## src/sv/tsc_pkg.sv

```systemverilog
// ----------------------------------------------------------------------------
// tsc_pkg: shared types and constants for the Taylor sine/cosine block
// Field widths, fixed-point constants, register indexes, and the command and
// status bundles between the controller and the datapath.
// ----------------------------------------------------------------------------
`default_nettype none

package tsc_pkg;

    localparam int ANGLE_W    = 32;
    localparam int RES_W      = 32;
    localparam int WORD_W     = 36;
    localparam int MAG_W      = 35;
    localparam int RECIP_W    = 40;
    localparam int COUNT_W    = 4;
    localparam int THRESH_W   = 20;
    localparam int CFG_IDX_W  = 1;
    localparam int CFG_DATA_W = 20;
    localparam int Q_FRAC     = 30;
    localparam int RECIP_FRAC = 40;

    localparam logic signed [WORD_W-1:0] PI_Q30     = 36'sd3373259426;
    localparam logic signed [WORD_W-1:0] TWO_PI_Q30 = 36'sd6746518852;
    localparam logic signed [WORD_W-1:0] ONE_Q30    = 36'sd1073741824;

    localparam logic [CFG_IDX_W-1:0] REG_TERM_COUNT     = 1'd0;
    localparam logic [CFG_IDX_W-1:0] REG_STOP_THRESHOLD = 1'd1;

    localparam logic [COUNT_W-1:0]  COUNT_RESET  = 4'd14;
    localparam logic [THRESH_W-1:0] THRESH_RESET = 20'd1;

    typedef enum logic [1:0] {
        OP_SQUARE,
        OP_FACTOR,
        OP_TERM
    } mul_op_t;

    typedef struct packed {
        logic    load;
        logic    reduce;
        logic    mul_go;
        mul_op_t mul_op;
        logic    take_x2;
        logic    init_sin;
        logic    take_f;
        logic    take_term;
        logic    init_cos;
        logic    load_out;
    } tsc_cmd_t;

    typedef struct packed {
        logic mul_done;
        logic below_thresh;
    } tsc_sts_t;

endpackage

`default_nettype wire

```

## src/sv/tsc_intf.sv

```systemverilog
// ----------------------------------------------------------------------------
// tsc_intf: channel interfaces of the Taylor sine/cosine block
// Angle input channel, result channel and configuration write channel, each
// with valid/ready and a source and a sink modport.
// ----------------------------------------------------------------------------
`default_nettype none

interface tsc_in_if;
    logic                                valid;
    logic                                ready;
    logic signed [tsc_pkg::ANGLE_W-1:0] angle;

    modport source (output valid, output angle, input ready);
    modport sink   (input valid, input angle, output ready);
endinterface

interface tsc_out_if;
    logic                              valid;
    logic                              ready;
    logic signed [tsc_pkg::RES_W-1:0] sine;
    logic signed [tsc_pkg::RES_W-1:0] cosine;

    modport source (output valid, output sine, output cosine, input ready);
    modport sink   (input valid, input sine, input cosine, output ready);
endinterface

interface tsc_cfg_if;
    logic                              valid;
    logic                              ready;
    logic [tsc_pkg::CFG_IDX_W-1:0]     index;
    logic [tsc_pkg::CFG_DATA_W-1:0]    data;

    modport source (output valid, output index, output data, input ready);
    modport sink   (input valid, input index, input data, output ready);
endinterface

`default_nettype wire

```

## src/sv/tsc_mul.sv

```systemverilog
// ----------------------------------------------------------------------------
// tsc_mul: shared rounding multiplier
// Forms round(a * b / 2^s) with s of 30 or 40 from two 35x20-bit partial
// products, accumulated and rounded; a one-cycle done pulse flags the result.
// ----------------------------------------------------------------------------
`default_nettype none

module tsc_mul (
    input  wire logic                        clk,
    input  wire logic                        rst_n,
    input  wire logic                        start,
    input  wire logic [tsc_pkg::MAG_W-1:0]   a,
    input  wire logic [tsc_pkg::RECIP_W-1:0] b,
    input  wire logic                        s40,
    output logic                             done,
    output logic [tsc_pkg::MAG_W-1:0]        res
);
    import tsc_pkg::*;

    localparam int LOW_W  = RECIP_W / 2;
    localparam int HIGH_W = RECIP_W - LOW_W;
    localparam int PP_W   = MAG_W + HIGH_W;
    localparam int PROD_W = MAG_W + RECIP_W;

    localparam logic [PROD_W:0] HALF_HI = {{PROD_W{1'b0}}, 1'b1} << (RECIP_FRAC - 1);
    localparam logic [PROD_W:0] HALF_LO = {{PROD_W{1'b0}}, 1'b1} << (Q_FRAC - 1);

    typedef enum logic [1:0] {
        M_IDLE,
        M_HIGH,
        M_ACC,
        M_ROUND
    } mul_state_t;

    mul_state_t          state_reg;
    logic [MAG_W-1:0]    a_reg;
    logic [HIGH_W-1:0]   bh_reg;
    logic                s40_reg;
    logic [PP_W-1:0]     pp_reg;
    logic [PROD_W-1:0]   acc_reg;
    logic [MAG_W-1:0]    res_reg;
    logic                done_reg;
    logic [PROD_W:0]     round_sum;

    always_comb
    begin
        round_sum = {1'b0, acc_reg} + (s40_reg ? HALF_HI : HALF_LO);
    end

    always_ff @(posedge clk or negedge rst_n)
    begin
        if (!rst_n)
        begin
            state_reg <= M_IDLE;
            a_reg     <= '0;
            bh_reg    <= '0;
            s40_reg   <= 1'b0;
            pp_reg    <= '0;
            acc_reg   <= '0;
            res_reg   <= '0;
            done_reg  <= 1'b0;
        end
        else
        begin
            done_reg <= 1'b0;
            case (state_reg)
                M_IDLE:
                begin
                    if (start)
                    begin
                        a_reg     <= a;
                        bh_reg    <= b[RECIP_W-1:LOW_W];
                        s40_reg   <= s40;
                        pp_reg    <= PP_W'(a * b[LOW_W-1:0]);
                        state_reg <= M_HIGH;
                    end
                end
                M_HIGH:
                begin
                    acc_reg   <= {{(PROD_W-PP_W){1'b0}}, pp_reg};
                    pp_reg    <= PP_W'(a_reg * bh_reg);
                    state_reg <= M_ACC;
                end
                M_ACC:
                begin
                    acc_reg   <= acc_reg + {pp_reg, {LOW_W{1'b0}}};
                    state_reg <= M_ROUND;
                end
                M_ROUND:
                begin
                    res_reg   <= s40_reg ? round_sum[RECIP_FRAC +: MAG_W]
                                         : round_sum[Q_FRAC +: MAG_W];
                    done_reg  <= 1'b1;
                    state_reg <= M_IDLE;
                end
                default:
                begin
                    state_reg <= M_IDLE;
                end
            endcase
        end
    end

    assign done = done_reg;
    assign res  = res_reg;

endmodule

`default_nettype wire

```

## src/sv/tsc_dpath.sv

```systemverilog
// ----------------------------------------------------------------------------
// tsc_dpath: datapath of the Taylor sine/cosine block
// Angle fold, reciprocal table, shared multiplier, term and sum registers,
// saturation and the result register.
// ----------------------------------------------------------------------------
`default_nettype none

module tsc_dpath #(
    parameter int TERM_LIMIT = 15,
    localparam int IDX_MAX   = 2 * (TERM_LIMIT - 1),
    localparam int IDX_W     = $clog2(IDX_MAX + 1)
) (
    input  wire logic                                clk,
    input  wire logic                                rst_n,
    input  wire logic signed [tsc_pkg::ANGLE_W-1:0]  angle,
    input  wire logic [tsc_pkg::THRESH_W-1:0]        threshold,
    input  wire tsc_pkg::tsc_cmd_t                   cmd,
    input  wire logic [IDX_W-1:0]                    rom_idx,
    output tsc_pkg::tsc_sts_t                        sts,
    output logic signed [tsc_pkg::RES_W-1:0]         sine,
    output logic signed [tsc_pkg::RES_W-1:0]         cosine
);
    import tsc_pkg::*;

    localparam logic signed [WORD_W-1:0] RES_MAX = WORD_W'(64'sd2147483647);
    localparam logic signed [WORD_W-1:0] RES_MIN = -WORD_W'(64'sd2147483648);

    logic [RECIP_W-1:0]        recip [0:IDX_MAX];

    logic signed [WORD_W-1:0]  x_reg;
    logic [MAG_W-1:0]          x2_reg;
    logic [MAG_W-1:0]          f_reg;
    logic signed [WORD_W-1:0]  term_reg;
    logic signed [WORD_W-1:0]  sum_reg;
    logic signed [WORD_W-1:0]  sin_keep_reg;
    logic signed [RES_W-1:0]   sine_reg;
    logic signed [RES_W-1:0]   cosine_reg;

    logic [MAG_W-1:0]          x_mag;
    logic [MAG_W-1:0]          term_mag;
    logic [MAG_W-1:0]          mul_a;
    logic [RECIP_W-1:0]        mul_b;
    logic                      mul_s40;
    logic                      mul_done;
    logic [MAG_W-1:0]          mul_res;
    logic signed [WORD_W-1:0]  term_new;

    function automatic logic signed [RES_W-1:0] sat_res(input logic signed [WORD_W-1:0] v);
        logic signed [RES_W-1:0] r;
        if (v > RES_MAX)
            r = RES_W'(RES_MAX);
        else if (v < RES_MIN)
            r = RES_W'(RES_MIN);
        else
            r = RES_W'(v);
        return r;
    endfunction

    assign recip[0] = '0;
    for (genvar g = 1; g <= IDX_MAX; g++)
    begin : g_recip
        localparam longint unsigned DIV = 64'(g * (g + 1));
        localparam longint unsigned VAL = ((64'd1 << RECIP_FRAC) + DIV / 2) / DIV;
        assign recip[g] = RECIP_W'(VAL);
    end

    always_comb
    begin
        x_mag    = x_reg[WORD_W-1] ? MAG_W'(-x_reg) : MAG_W'(x_reg);
        term_mag = term_reg[WORD_W-1] ? MAG_W'(-term_reg) : MAG_W'(term_reg);
        mul_s40  = 1'b0;
        case (cmd.mul_op)
            OP_SQUARE:
            begin
                mul_a = x_mag;
                mul_b = RECIP_W'(x_mag);
            end
            OP_FACTOR:
            begin
                mul_a   = x2_reg;
                mul_b   = recip[rom_idx];
                mul_s40 = 1'b1;
            end
            OP_TERM:
            begin
                mul_a = term_mag;
                mul_b = RECIP_W'(f_reg);
            end
            default:
            begin
                mul_a = '0;
                mul_b = '0;
            end
        endcase
        term_new = term_reg[WORD_W-1] ? $signed({1'b0, mul_res})
                                      : -$signed({1'b0, mul_res});
    end

    tsc_mul u_mul (
        .clk   (clk),
        .rst_n (rst_n),
        .start (cmd.mul_go),
        .a     (mul_a),
        .b     (mul_b),
        .s40   (mul_s40),
        .done  (mul_done),
        .res   (mul_res)
    );

    always_ff @(posedge clk)
    begin
        if (cmd.load)
            x_reg <= {{(WORD_W-ANGLE_W-3){angle[ANGLE_W-1]}}, angle, 3'b000};
        else if (cmd.reduce)
        begin
            if (x_reg > PI_Q30)
                x_reg <= x_reg - TWO_PI_Q30;
            else if (x_reg < -PI_Q30)
                x_reg <= x_reg + TWO_PI_Q30;
        end

        if (cmd.take_x2)
            x2_reg <= mul_res;
        if (cmd.take_f)
            f_reg <= mul_res;

        if (cmd.init_sin)
        begin
            term_reg <= x_reg;
            sum_reg  <= x_reg;
        end
        else if (cmd.init_cos)
        begin
            sin_keep_reg <= sum_reg;
            term_reg     <= ONE_Q30;
            sum_reg      <= ONE_Q30;
        end
        else if (cmd.take_term)
        begin
            term_reg <= term_new;
            sum_reg  <= sum_reg + term_new;
        end

        if (cmd.load_out)
        begin
            sine_reg   <= sat_res(sin_keep_reg);
            cosine_reg <= sat_res(sum_reg);
        end
    end

    assign sts.mul_done     = mul_done;
    assign sts.below_thresh = mul_res < MAG_W'(threshold);
    assign sine             = sine_reg;
    assign cosine           = cosine_reg;

endmodule

`default_nettype wire

```

## src/sv/tsc_ctrl.sv

```systemverilog
// ----------------------------------------------------------------------------
// tsc_ctrl: controller of the Taylor sine/cosine block
// Sequences fold, square and the two series over the shared multiplier,
// counts terms, and owns the input and result handshakes.
// ----------------------------------------------------------------------------
`default_nettype none

module tsc_ctrl #(
    parameter int TERM_LIMIT = 15,
    localparam int IDX_MAX   = 2 * (TERM_LIMIT - 1),
    localparam int IDX_W     = $clog2(IDX_MAX + 1)
) (
    input  wire logic                          clk,
    input  wire logic                          rst_n,
    input  wire logic                          in_valid,
    output logic                               in_ready,
    output logic                               out_valid,
    input  wire logic                          out_ready,
    input  wire logic [tsc_pkg::COUNT_W-1:0]   term_count,
    input  wire tsc_pkg::tsc_sts_t             sts,
    output tsc_pkg::tsc_cmd_t                  cmd,
    output logic [IDX_W-1:0]                   rom_idx
);
    import tsc_pkg::*;

    localparam int N_W   = $clog2(TERM_LIMIT);
    localparam int CMP_W = (N_W > COUNT_W) ? N_W : COUNT_W;
    localparam logic [CMP_W-1:0] CAP   = CMP_W'(TERM_LIMIT - 1);
    localparam logic [1:0]       REDUCE_LAST = 2'd2;

    typedef enum logic [3:0] {
        S_IDLE,
        S_REDUCE,
        S_SQ,
        S_SQ_WAIT,
        S_F,
        S_F_WAIT,
        S_T,
        S_T_WAIT,
        S_SWITCH,
        S_DONE
    } state_t;

    state_t          state_reg, state_next;
    logic [1:0]      red_cnt_reg, red_cnt_next;
    logic [N_W-1:0]  n_reg, n_next;
    logic [N_W-1:0]  lim_reg, lim_next;
    logic            sine_sel_reg, sine_sel_next;
    logic            out_valid_reg, out_valid_next;
    logic [N_W-1:0]  lim_cap;

    assign lim_cap = (CMP_W'(term_count) > CAP) ? N_W'(CAP) : N_W'(term_count);

    always_comb
    begin
        state_next     = state_reg;
        red_cnt_next   = red_cnt_reg;
        n_next         = n_reg;
        lim_next       = lim_reg;
        sine_sel_next  = sine_sel_reg;
        out_valid_next = out_valid_reg;
        cmd            = '0;
        if (out_valid_reg && out_ready)
            out_valid_next = 1'b0;
        case (state_reg)
            S_IDLE:
            begin
                if (in_valid)
                begin
                    cmd.load     = 1'b1;
                    lim_next     = lim_cap;
                    red_cnt_next = '0;
                    state_next   = S_REDUCE;
                end
            end
            S_REDUCE:
            begin
                cmd.reduce   = 1'b1;
                red_cnt_next = red_cnt_reg + 2'd1;
                if (red_cnt_reg == REDUCE_LAST)
                    state_next = S_SQ;
            end
            S_SQ:
            begin
                cmd.mul_go = 1'b1;
                cmd.mul_op = OP_SQUARE;
                state_next = S_SQ_WAIT;
            end
            S_SQ_WAIT:
            begin
                if (sts.mul_done)
                begin
                    cmd.take_x2   = 1'b1;
                    cmd.init_sin  = 1'b1;
                    n_next        = N_W'(1);
                    sine_sel_next = 1'b1;
                    state_next    = (lim_reg == '0) ? S_SWITCH : S_F;
                end
            end
            S_F:
            begin
                cmd.mul_go = 1'b1;
                cmd.mul_op = OP_FACTOR;
                state_next = S_F_WAIT;
            end
            S_F_WAIT:
            begin
                if (sts.mul_done)
                begin
                    cmd.take_f = 1'b1;
                    state_next = S_T;
                end
            end
            S_T:
            begin
                cmd.mul_go = 1'b1;
                cmd.mul_op = OP_TERM;
                state_next = S_T_WAIT;
            end
            S_T_WAIT:
            begin
                if (sts.mul_done)
                begin
                    cmd.take_term = 1'b1;
                    if (sts.below_thresh || n_reg == lim_reg)
                        state_next = sine_sel_reg ? S_SWITCH : S_DONE;
                    else
                    begin
                        n_next     = n_reg + N_W'(1);
                        state_next = S_F;
                    end
                end
            end
            S_SWITCH:
            begin
                cmd.init_cos  = 1'b1;
                sine_sel_next = 1'b0;
                n_next        = N_W'(1);
                state_next    = (lim_reg == '0) ? S_DONE : S_F;
            end
            S_DONE:
            begin
                if (!out_valid_reg || out_ready)
                begin
                    cmd.load_out   = 1'b1;
                    out_valid_next = 1'b1;
                    state_next     = S_IDLE;
                end
            end
            default:
            begin
                state_next = S_IDLE;
            end
        endcase
    end

    always_ff @(posedge clk or negedge rst_n)
    begin
        if (!rst_n)
        begin
            state_reg     <= S_IDLE;
            red_cnt_reg   <= '0;
            n_reg         <= '0;
            lim_reg       <= '0;
            sine_sel_reg  <= 1'b0;
            out_valid_reg <= 1'b0;
        end
        else
        begin
            state_reg     <= state_next;
            red_cnt_reg   <= red_cnt_next;
            n_reg         <= n_next;
            lim_reg       <= lim_next;
            sine_sel_reg  <= sine_sel_next;
            out_valid_reg <= out_valid_next;
        end
    end

    assign in_ready  = (state_reg == S_IDLE);
    assign out_valid = out_valid_reg;
    assign rom_idx   = IDX_W'({n_reg, 1'b0}) - IDX_W'(!sine_sel_reg);

`ifndef SYNTHESIS
    a_load_starts_fold: assert property (@(posedge clk) disable iff (!rst_n)
        cmd.load |=> state_reg == S_REDUCE)
        else $error("accepted angle did not start the fold");

    a_term_in_range: assert property (@(posedge clk) disable iff (!rst_n)
        state_reg == S_F |-> (n_reg != '0 && n_reg <= lim_reg))
        else $error("term index outside the counted range");

    a_done_when_waiting: assert property (@(posedge clk) disable iff (!rst_n)
        sts.mul_done |-> (state_reg == S_SQ_WAIT || state_reg == S_F_WAIT ||
                          state_reg == S_T_WAIT))
        else $error("multiplier finished outside a wait state");

    a_result_waits: assert property (@(posedge clk) disable iff (!rst_n)
        (state_reg == S_DONE && out_valid_reg && !out_ready) |=>
        (state_reg == S_DONE && out_valid_reg))
        else $error("result overwritten while the output is full");
`endif

endmodule

`default_nettype wire

```

## src/sv/taylor_sine_cosine.sv

```systemverilog
// ----------------------------------------------------------------------------
// taylor_sine_cosine: sine and cosine of one angle by Taylor series
// Takes an angle in radians (signed Q4.27), folds it into [-pi, pi] and
// returns sine and cosine in signed Q1.30, saturated. Each series adds up to
// term_count terms (capped at TERM_LIMIT - 1) and stops early after a term
// whose magnitude in result LSBs is below stop_threshold. One item is worked
// at a time on a single shared rounding multiplier (two 35x20-bit passes a
// product, two products a term); the next angle is taken only after both
// series are done and the result has been moved to the output register.
// A finished result waits in the output register while the next angle is
// accepted. Configuration is written through the cfg channel (index 0:
// term_count, index 1: stop_threshold); the user must write it only while
// the block is idle, and the block itself does not enforce this.
// ----------------------------------------------------------------------------
`default_nettype none

module taylor_sine_cosine #(
    parameter int TERM_LIMIT = 15
) (
    input  wire logic  clk,
    input  wire logic  rst_n,
    tsc_in_if.sink     angle_ch,
    tsc_out_if.source  result_ch,
    tsc_cfg_if.sink    cfg
);
    import tsc_pkg::*;

    localparam int IDX_MAX = 2 * (TERM_LIMIT - 1);
    localparam int IDX_W   = $clog2(IDX_MAX + 1);

    logic [COUNT_W-1:0]  term_count_reg;
    logic [THRESH_W-1:0] stop_threshold_reg;
    tsc_cmd_t            cmd;
    tsc_sts_t            sts;
    logic [IDX_W-1:0]    rom_idx;

    always_ff @(posedge clk or negedge rst_n)
    begin
        if (!rst_n)
        begin
            term_count_reg     <= COUNT_RESET;
            stop_threshold_reg <= THRESH_RESET;
        end
        else if (cfg.valid)
        begin
            case (cfg.index)
                REG_TERM_COUNT:     term_count_reg     <= cfg.data[COUNT_W-1:0];
                REG_STOP_THRESHOLD: stop_threshold_reg <= cfg.data[THRESH_W-1:0];
                default:            ;
            endcase
        end
    end

    assign cfg.ready = 1'b1;

    tsc_ctrl #(
        .TERM_LIMIT (TERM_LIMIT)
    ) u_ctrl (
        .clk        (clk),
        .rst_n      (rst_n),
        .in_valid   (angle_ch.valid),
        .in_ready   (angle_ch.ready),
        .out_valid  (result_ch.valid),
        .out_ready  (result_ch.ready),
        .term_count (term_count_reg),
        .sts        (sts),
        .cmd        (cmd),
        .rom_idx    (rom_idx)
    );

    tsc_dpath #(
        .TERM_LIMIT (TERM_LIMIT)
    ) u_dpath (
        .clk       (clk),
        .rst_n     (rst_n),
        .angle     (angle_ch.angle),
        .threshold (stop_threshold_reg),
        .cmd       (cmd),
        .rom_idx   (rom_idx),
        .sts       (sts),
        .sine      (result_ch.sine),
        .cosine    (result_ch.cosine)
    );

endmodule

`default_nettype wire

```

## src/flat_wrapper.sv

```systemverilog
// flat-port wrapper written by rule: the top's interface ports become plain ports
module taylor_sine_cosine_flat import tsc_pkg::*;
#(
    parameter int TERM_LIMIT = 15
)
  (clk, rst_n, angle_ch_valid, angle_ch_angle, angle_ch_ready, result_ch_valid, result_ch_sine, result_ch_cosine, result_ch_ready, cfg_valid, cfg_index, cfg_data, cfg_ready);
  tsc_in_if angle_ch_i ();
  tsc_out_if result_ch_i ();
  tsc_cfg_if cfg_i ();
  input  wire logic clk;
  input  wire logic rst_n;
  input wire logic [$bits(angle_ch_i.valid)-1:0] angle_ch_valid;
  input wire logic [$bits(angle_ch_i.angle)-1:0] angle_ch_angle;
  output wire logic [$bits(angle_ch_i.ready)-1:0] angle_ch_ready;
  output wire logic [$bits(result_ch_i.valid)-1:0] result_ch_valid;
  output wire logic [$bits(result_ch_i.sine)-1:0] result_ch_sine;
  output wire logic [$bits(result_ch_i.cosine)-1:0] result_ch_cosine;
  input wire logic [$bits(result_ch_i.ready)-1:0] result_ch_ready;
  input wire logic [$bits(cfg_i.valid)-1:0] cfg_valid;
  input wire logic [$bits(cfg_i.index)-1:0] cfg_index;
  input wire logic [$bits(cfg_i.data)-1:0] cfg_data;
  output wire logic [$bits(cfg_i.ready)-1:0] cfg_ready;
  assign angle_ch_i.valid = angle_ch_valid;
  assign angle_ch_i.angle = angle_ch_angle;
  assign angle_ch_ready = angle_ch_i.ready;
  assign result_ch_valid = result_ch_i.valid;
  assign result_ch_sine = result_ch_i.sine;
  assign result_ch_cosine = result_ch_i.cosine;
  assign result_ch_i.ready = result_ch_ready;
  assign cfg_i.valid = cfg_valid;
  assign cfg_i.index = cfg_index;
  assign cfg_i.data = cfg_data;
  assign cfg_ready = cfg_i.ready;
  taylor_sine_cosine #(.TERM_LIMIT(TERM_LIMIT)) u_core (.clk(clk), .rst_n(rst_n), .angle_ch(angle_ch_i), .result_ch(result_ch_i), .cfg(cfg_i));
endmodule
```

## config.mk

```make
export PLATFORM = sky130hd
export DESIGN_NAME = taylor_sine_cosine_flat
export DESIGN_NICKNAME = d
export VERILOG_FILES = /design/src/sv/tsc_pkg.sv /design/src/sv/tsc_intf.sv /design/src/sv/tsc_mul.sv /design/src/sv/tsc_dpath.sv /design/src/sv/tsc_ctrl.sv /design/src/sv/taylor_sine_cosine.sv /design/src/flat_wrapper.sv
export SDC_FILE = /design/constraint.sdc
export NUM_CORES = 2
export LEC_CHECK = 0
export BUFFER_PORTS_ARGS = -buffer_cell sky130_fd_sc_hd__buf_4
export CAP_MARGIN = 5
export CORE_MARGIN = 1.5
export CORE_UTILIZATION = 45
export CTS_CLUSTER_SIZE = 30
export DETAILED_ROUTE_END_ITERATION = 12
export PLACE_DENSITY = 0.67
export SYNTH_ARGS = -nofsm -noshare
export SYNTH_HDL_FRONTEND = slang
export SYNTH_SLANG_ARGS = --single-unit
```

## constraint.sdc

```tcl
create_clock -name clk -period 15.1 [get_ports clk]
set_clock_uncertainty 0.1 [all_clocks]
set_input_delay 1.51 -clock clk [delete_from_list [all_inputs] [get_ports clk]]
set_output_delay 1.51 -clock clk [all_outputs]
set_load 0.1 [all_outputs]
```

# Word-level counts from Yosys, hierarchy flattened
# Memory sizes are Yosys's and may differ from the RTL's.
# Cells that the tools add are included.
# totals
register_bits	542
romBits	1280
n_memories	1
# classes
addsub	11
multipliers	2
n_lt_le_gt_ge	9
n_eq_ne	24
mux	63
bitwise	3
n_reduce_logical	30
# memory_table
name	depth	width	read_ports	rd_clocked_by_memory_dff	write_ports	line_no	source
(name not given)	32	40	1	0	0	tsc_dpath.sv:81	mul_b = recip[rom_idx];
# op_table
op	n
2-to-1 mux 36 bit	11
case mux 75 bit (2 select lines)	1
2-to-1 mux 40 bit	3
case mux 40 bit (3 select lines)	1
multiplier 35 x 20 -> 55 bit	2
case mux 55 bit (2 select lines)	1
2-to-1 mux 35 bit	3
case mux 35 bit (3 select lines)	1
adder 75 x 40 -> 75 bit	1
adder 75 bit	1
> comparator 36 x 32 -> 1 bit, second input constant	2
< comparator 36 x 32 -> 1 bit, second input constant	2
negation 35 bit	2
2-to-1 mux 32 bit	2
2-to-1 mux 55 bit	1
2-to-1 mux 4 bit	13
case mux 4 bit (10 select lines)	1
adder 36 x 34 -> 36 bit, second input constant	1
adder 36 bit	1
> comparator 36 x 33 -> 1 bit, second input constant	1
< comparator 36 x 33 -> 1 bit, second input constant	1
negation 35 -> 36 bit	1
subtractor 36 x 34 -> 36 bit, second input constant	1
< comparator 35 x 20 -> 1 bit	1
other kinds (33)	87

# Logic depth before layout (Yosys ltp)
# logic_depth
word_depth	10
depth_mapped	41
ltp_nobuf	37

# Cells and area by module
# Synthesis repeated with hierarchy kept, for this count alone.
# unflattened
hier_cells	8703
hier_area_um2	78297.6
# modules_own_cells
mod	instances	cells_each	area_each_um2	seq_area_each_um2
tsc_mul	1	6524	57402.6	5104.9
tsc_dpath	1	1995	18838.1	8277.9
tsc_ctrl	1	130	1149.9	400.4
taylor_sine_cosine	1	54	907.1	605.6

# Worst setup path after synthesis
# No wires, ideal clock.
# synth_timing
path_type	reg-to-reg
startpoint	reg u_core.u_ctrl.n_reg[0]
endpoint	reg u_core.u_dpath.u_mul.pp_reg[45]
setup_ns	0.125
arrival_ns	9.657
t_required_ns	14.875
path_slack_ns	5.218
path_stages_with_launch	36
path_buffers	5
period_less_slack_ns	9.882
cell_sequence	dfrtp_1 > clkbuf_1 > inv_1 > ha_1 > a21boi_0 > xor2_1 > clkbuf_1 > buf_1 > nor2_1 > o311ai_1 > clkbuf_1 > nand2_1 > fa_1 > inv_1 > fa_1 > inv_1 > fa_1 > inv_1 > fa_1 > fa_1 > fa_1 > inv_1 > fa_1 > inv_1 > ha_1 > clkbuf_1 > nand3_1 > or2_2 > a2111o_1 > and3_1 > a22o_1 > o21ai_0 > a21boi_0 > xnor2_1 > o32ai_1 > nor2_1
# synth_via
elab_chain_cells	9
# synth_rtl
item	line_no	source
start, declared	tsc_ctrl.sv:46	logic [N_W-1:0] n_reg, n_next;
start signal, assigned	tsc_ctrl.sv:172	n_reg <= n_next;
subtractor 5 x 1 -> 5 bit	tsc_ctrl.sv:181	assign rom_idx = IDX_W'({n_reg, 1'b0}) - IDX_W'(!sine_sel_reg);
NOT 5 -> 6 bit (not written as such)	tsc_dpath.sv:81	
memory (32 x 40 bit)	-	
2-to-1 mux 40 bit (not written as such) (2 in series)	tsc_dpath.sv:81	
case mux 40 bit (3 select lines)	tsc_dpath.sv:72	case (cmd.mul_op)
multiplier 35 x 20 -> 55 bit	tsc_mul.sv:74	pp_reg <= PP_W'(a * b[LOW_W-1:0]);
2-to-1 mux 55 bit	tsc_mul.sv:69	if (start)
case mux 55 bit (2 select lines)	tsc_mul.sv:66	case (state_reg)
end signal, assigned	tsc_mul.sv:74	
end signal, assigned	tsc_mul.sv:81	pp_reg <= PP_W'(a_reg * bh_reg);
end, declared	tsc_mul.sv:39	logic [PP_W-1:0] pp_reg;
# Every way passes these cells. The select of a mux whose other input is x is not followed.
# A chain may end at the register's enable or synchronous reset.

# Worst setup path in the final report
# layout_timing
startpoint	reg u_core.u_ctrl.sine_sel_reg
endpoint	reg u_core.u_dpath.u_mul.pp_reg[47]
# layout_via
elab_chain_cells	10
# layout_rtl
item	line_no	source
start, declared	tsc_ctrl.sv:48	logic sine_sel_reg, sine_sel_next;
start signal, assigned	tsc_ctrl.sv:174	sine_sel_reg <= sine_sel_next;
logical NOT 1 bit	tsc_ctrl.sv:181	
subtractor 5 x 1 -> 5 bit	tsc_ctrl.sv:181	
NOT 5 -> 6 bit (not written as such)	tsc_dpath.sv:81	
memory (32 x 40 bit)	-	
2-to-1 mux 40 bit (not written as such) (2 in series)	tsc_dpath.sv:81	
case mux 40 bit (3 select lines)	tsc_dpath.sv:72	
multiplier 35 x 20 -> 55 bit	tsc_mul.sv:74	
2-to-1 mux 55 bit	tsc_mul.sv:69	
case mux 55 bit (2 select lines)	tsc_mul.sv:66	
# Every way passes these cells. The select of a mux whose other input is x is not followed.

==> out/qor_table.md <==
| Group | Quantity | This run |
|---|---|---|
| clocking | Clock insertion delay at the later pin of the skew report | 710 ps |
| global route | Global-route wire length before repair | 389000 um |
| synth | Adder-cell area share of the yosys netlist | 38.7% |
| clocking | Clock transition time at the flip-flop clock pins of the worst setup and hold paths | 70 ps |
| floorplanning | Horiz. Die Dim | 416 um |
| final layout | Synthesis-to-finish area growth | 6.91% |
| timing | Crit share post-route | 77.7% |
| global route | GRT Util Overall | 29.3% |
| final layout | Post-route non-filler standard cell count | 10771 |
| worst setup path | Max incr delay on CP | 730 ps |
| synth | Number of warnings reported in the yosys synthesis log | 0 |
| synth | Fraction of registers with async set or reset after synthesis | 46.8% |
| timing | FMAX | 85.2 MHz |
| synth | Area leader, netlist | fa_1 |
| final layout | Count of nets after finishing | 10230 |
| synth | Share of synthesized area occupied by flip-flops and latches | 18.8% |
| floorplanning | Die footprint | 173000 sq um |
| floorplanning | Vertical extent of the die | 416 um |
| placement | Post-placement cell area | 79800 sq um |
| clocking | Sinks on the clock net | 519 |
| floorplanning | Core Box Area | 169000 sq um |
| drt | Total wire length after detailed routing | 253000 um |
| clocking | Clock tree from TritonCTS | yes |
| clocking | Inserted Clock Buffers | 60 |
| timing | Final hold viol count | 0 |
| timing | Post-route setup TNS | 0 ps |
| floorplanning | Starting utilization of the core area | 45.2% |
| drt | Pre-antenna DRT Iters | 6 |
| synth | Synthesized area per cell | 8.86 sq um |
| min path | Class of the tightest hold or removal check | flop to flop |
| floorplanning | Cell Rows | 151 |
| worst setup path | Critical Path Slowest Stage Cell | o311ai_0 |
| placement | DPL Wire Length | 198000 um |
| final layout | Layout cells sized above 1 | 5.93% |
| synth | Compound-gate portion of the synthesized area | 12.2% |
| synth | Dominant cells by area after synthesis | fa_1 30%, edfxtp_1 11%, ha_1 8.6% |
| worst setup path | Worst Path Class, Setup | flop to flop |
| final layout | Share of the core filled with cells | 48.4% |
| synth | Synthesis-stage register bit count | 519 |
| global route | Via count of the first global-routing pass | 64040 |
| synth | Post-synthesis cell type count | 93 |
| global route | Global route total overflow | 0 |
| clocking | CTS max path bufs | 3 |
| synth | Number of synthesized flops with an enable pin | 275 |
| clocking | Post-CTS setup buffer count | 0 |
| worst setup path | Worst setup SP type | flop |
| timing | Slew at the pin closest to its max-slew limit | 1450 ps |
| placement | Placed cell count | 10651 |
| drt | Detail Route Antenna Nets | 0 |
| drt | Wire length per cell after detailed routing | 23.5 um |
| drt | Detailed-route via count | 62310 |
| timing | Final slew viol count | 0 |
| placement | Input/output buffers | 123 |
| synth | Library cell with the highest instance count after synthesis | inv_1 |
| clocking | Count of hold buffers inserted by post-cts repair | 0 |
| timing | Post-route minimum period | 11730 ps |
| drt | First DRT Iteration DRCs | 5781 |
| synth | Post-Synth Simple-Gate Area | 15.5% |
| synth | Share of synthesized area spent on multiplexers | 1.66% |
| synth | Combinational family with the most area after synthesis | adder cells |
| clocking | H-tree depth reported by CTS | 2 |
| timing | Worst max-slew margin expressed relative to the limit | 2.62% |
| synth | Synth top area share | 30.0% |
| clocking | Root buffer selected by CTS | clkbuf_16 |
| worst setup path | Critical Path Fanout Max | 47 |
| floorplanning | I/O pin total | 125 |
| synth | Combined area of all synthesized cells | 76600 sq um |
| timing | Setup repair after global routing missed its margin | no |
| worst setup path | Crit path capture type | flop |
| worst setup path | Worst EP required | 15540 ps |
| timing | Count of final setup violators | 0 |
| synth | Cell types with the highest counts after synthesis | 1390 x inv_1, 1326 x nand2_1, 1149 x fa_1 |
| flow run | Number of maximum-capacitance constraint violations | 0 |
| outcome | Run status | complete, no violations |
| final layout | Fill cell total of the finished layout | 16042 |
| drt | Remaining routing DRC violations | 0 |
| synth | Dominant synthesized flop cell | edfxtp_1 |
| global route | Pin count of the biggest net entering global routing | 114 |
| placement | Global placer's final weighted congestion | 0.978 |
| final layout | Final non-filler cell area | 81900 sq um |
| clocking | Resize count post-CTS | 0 |
| synth | Number of nets in the synthesized netlist | 10379 |
| worst setup path | Worst Path Arrival | 12170 ps |
| synth | Post-synthesis xor/xnor area fraction | 4.06% |
| drt | Detail-routed via count per cell | 5.78 |
| global route | Antenna violations before repair | 17 |
| synth | Number of instances in the synthesized netlist | 8644 |
## per-stage QoR
| stage | setup slack, ps | hold slack (ps) |
|---|---|---|
| detailed placement | 3600 | 372 |
| CTS | 3580 | 386 |
| global placement | 3710 | 366 |
| finish | 3370 | 383 |
| global route | 2820 | 412 |
| floorplan | 5220 | 342 |
## per-layer routing
metal	vias up	part of all wire, %	wire length, um	global-route usage [%]
li1	27394	-	-	-
met1	31444	40	102000	38.3
met2	2799	45	113000	46.1
met3	663	8.9	22500	6.01
met4	10	6.0	15200	14.9
met5	-	0.030	75	0
## cells by family (layout without fill, tap and decap cells)
kind of cell	after synthesis	count (layout)
simple gates	2647	2647
buf+inv	1862	1764
fa+ha+maj	1677	1677
compound gates	1464	1464
flops	519	519
xor+xnor	355	355
mux	119	119
other cells	1	8
## critical path, delay by kind of cell (launching register included)
family                   cells  cell delay (ps)
AND/OR/NAND/NOR              6              950
AO/OA/AOI/OAI                9             2660
multiplexers                 1              210
buffers and inverters       10             2140
flip-flops                   1              690
adder cells (fa/ha/maj)     10             4740
## cell usage in the layout, fill, tap and decap left out, types with 29 or more instances in the layout
master	synthesis	layout
ha_1	528	524
buf_4	1	257
nand2b_1	35	35
mux2i_1	62	62
a21oi_1	385	384
fa_1	1149	1149
xor2_1	161	160
o211ai_1	43	43
a211oi_1	44	35
dfrtp_1	239	239
clkbuf_16	0	60
o31ai_1	36	36
mux2_2	56	56
xnor2_1	194	191
nand4_1	58	58
o21bai_1	38	38
nand2_1	1326	1326
nor3_1	57	54
o22ai_1	29	29
a31oi_1	45	45
edfxtp_1	275	275
o21a_1	94	94
and3_1	42	41
nand3_1	102	100
inv_1	1390	1389
a21o_1	143	143
o21ai_0	376	366
nor2_1	528	523
and2_1	367	367
## path summary, 6_finish.rpt
kind	slack [ps]	endpoint	from	cells past startpoint
max	3370	u_core.u_dpath.u_mul.pp_reg[47]	u_core.u_ctrl.sine_sel_reg	36
min	380	u_core.u_dpath.u_mul.bh_reg[9]	u_core.u_dpath.u_mul.bh_reg[9]	2
max reg2reg	3370	u_core.u_dpath.u_mul.pp_reg[47]	u_core.u_ctrl.sine_sel_reg	36
min reg2reg	380	u_core.u_dpath.u_mul.bh_reg[9]	u_core.u_dpath.u_mul.bh_reg[9]	2
max in group asynchronous	11650	u_core.u_dpath.u_mul.pp_reg[37]	rst_n	3
min in group asynchronous	760	u_core.term_count_reg[0]	rst_n	1
## area by class of cell
cell class	instances	area, sq um	area share, %
clock buffers	65	1540	1.88
inverters	1393	5230	6.39
well taps	2218	2780	3.39
flip-flops and latches	519	14400	17.5
repair buffers	258	1940	2.38
multi-input cells	6263	55500	67.8
diodes	7	17.5	0.0214
clock inverters	48	489	0.598
Power is left out: the tool's default activity adds up to more than one toggle a clock period on the data nets, which glitch-free logic cannot reach.
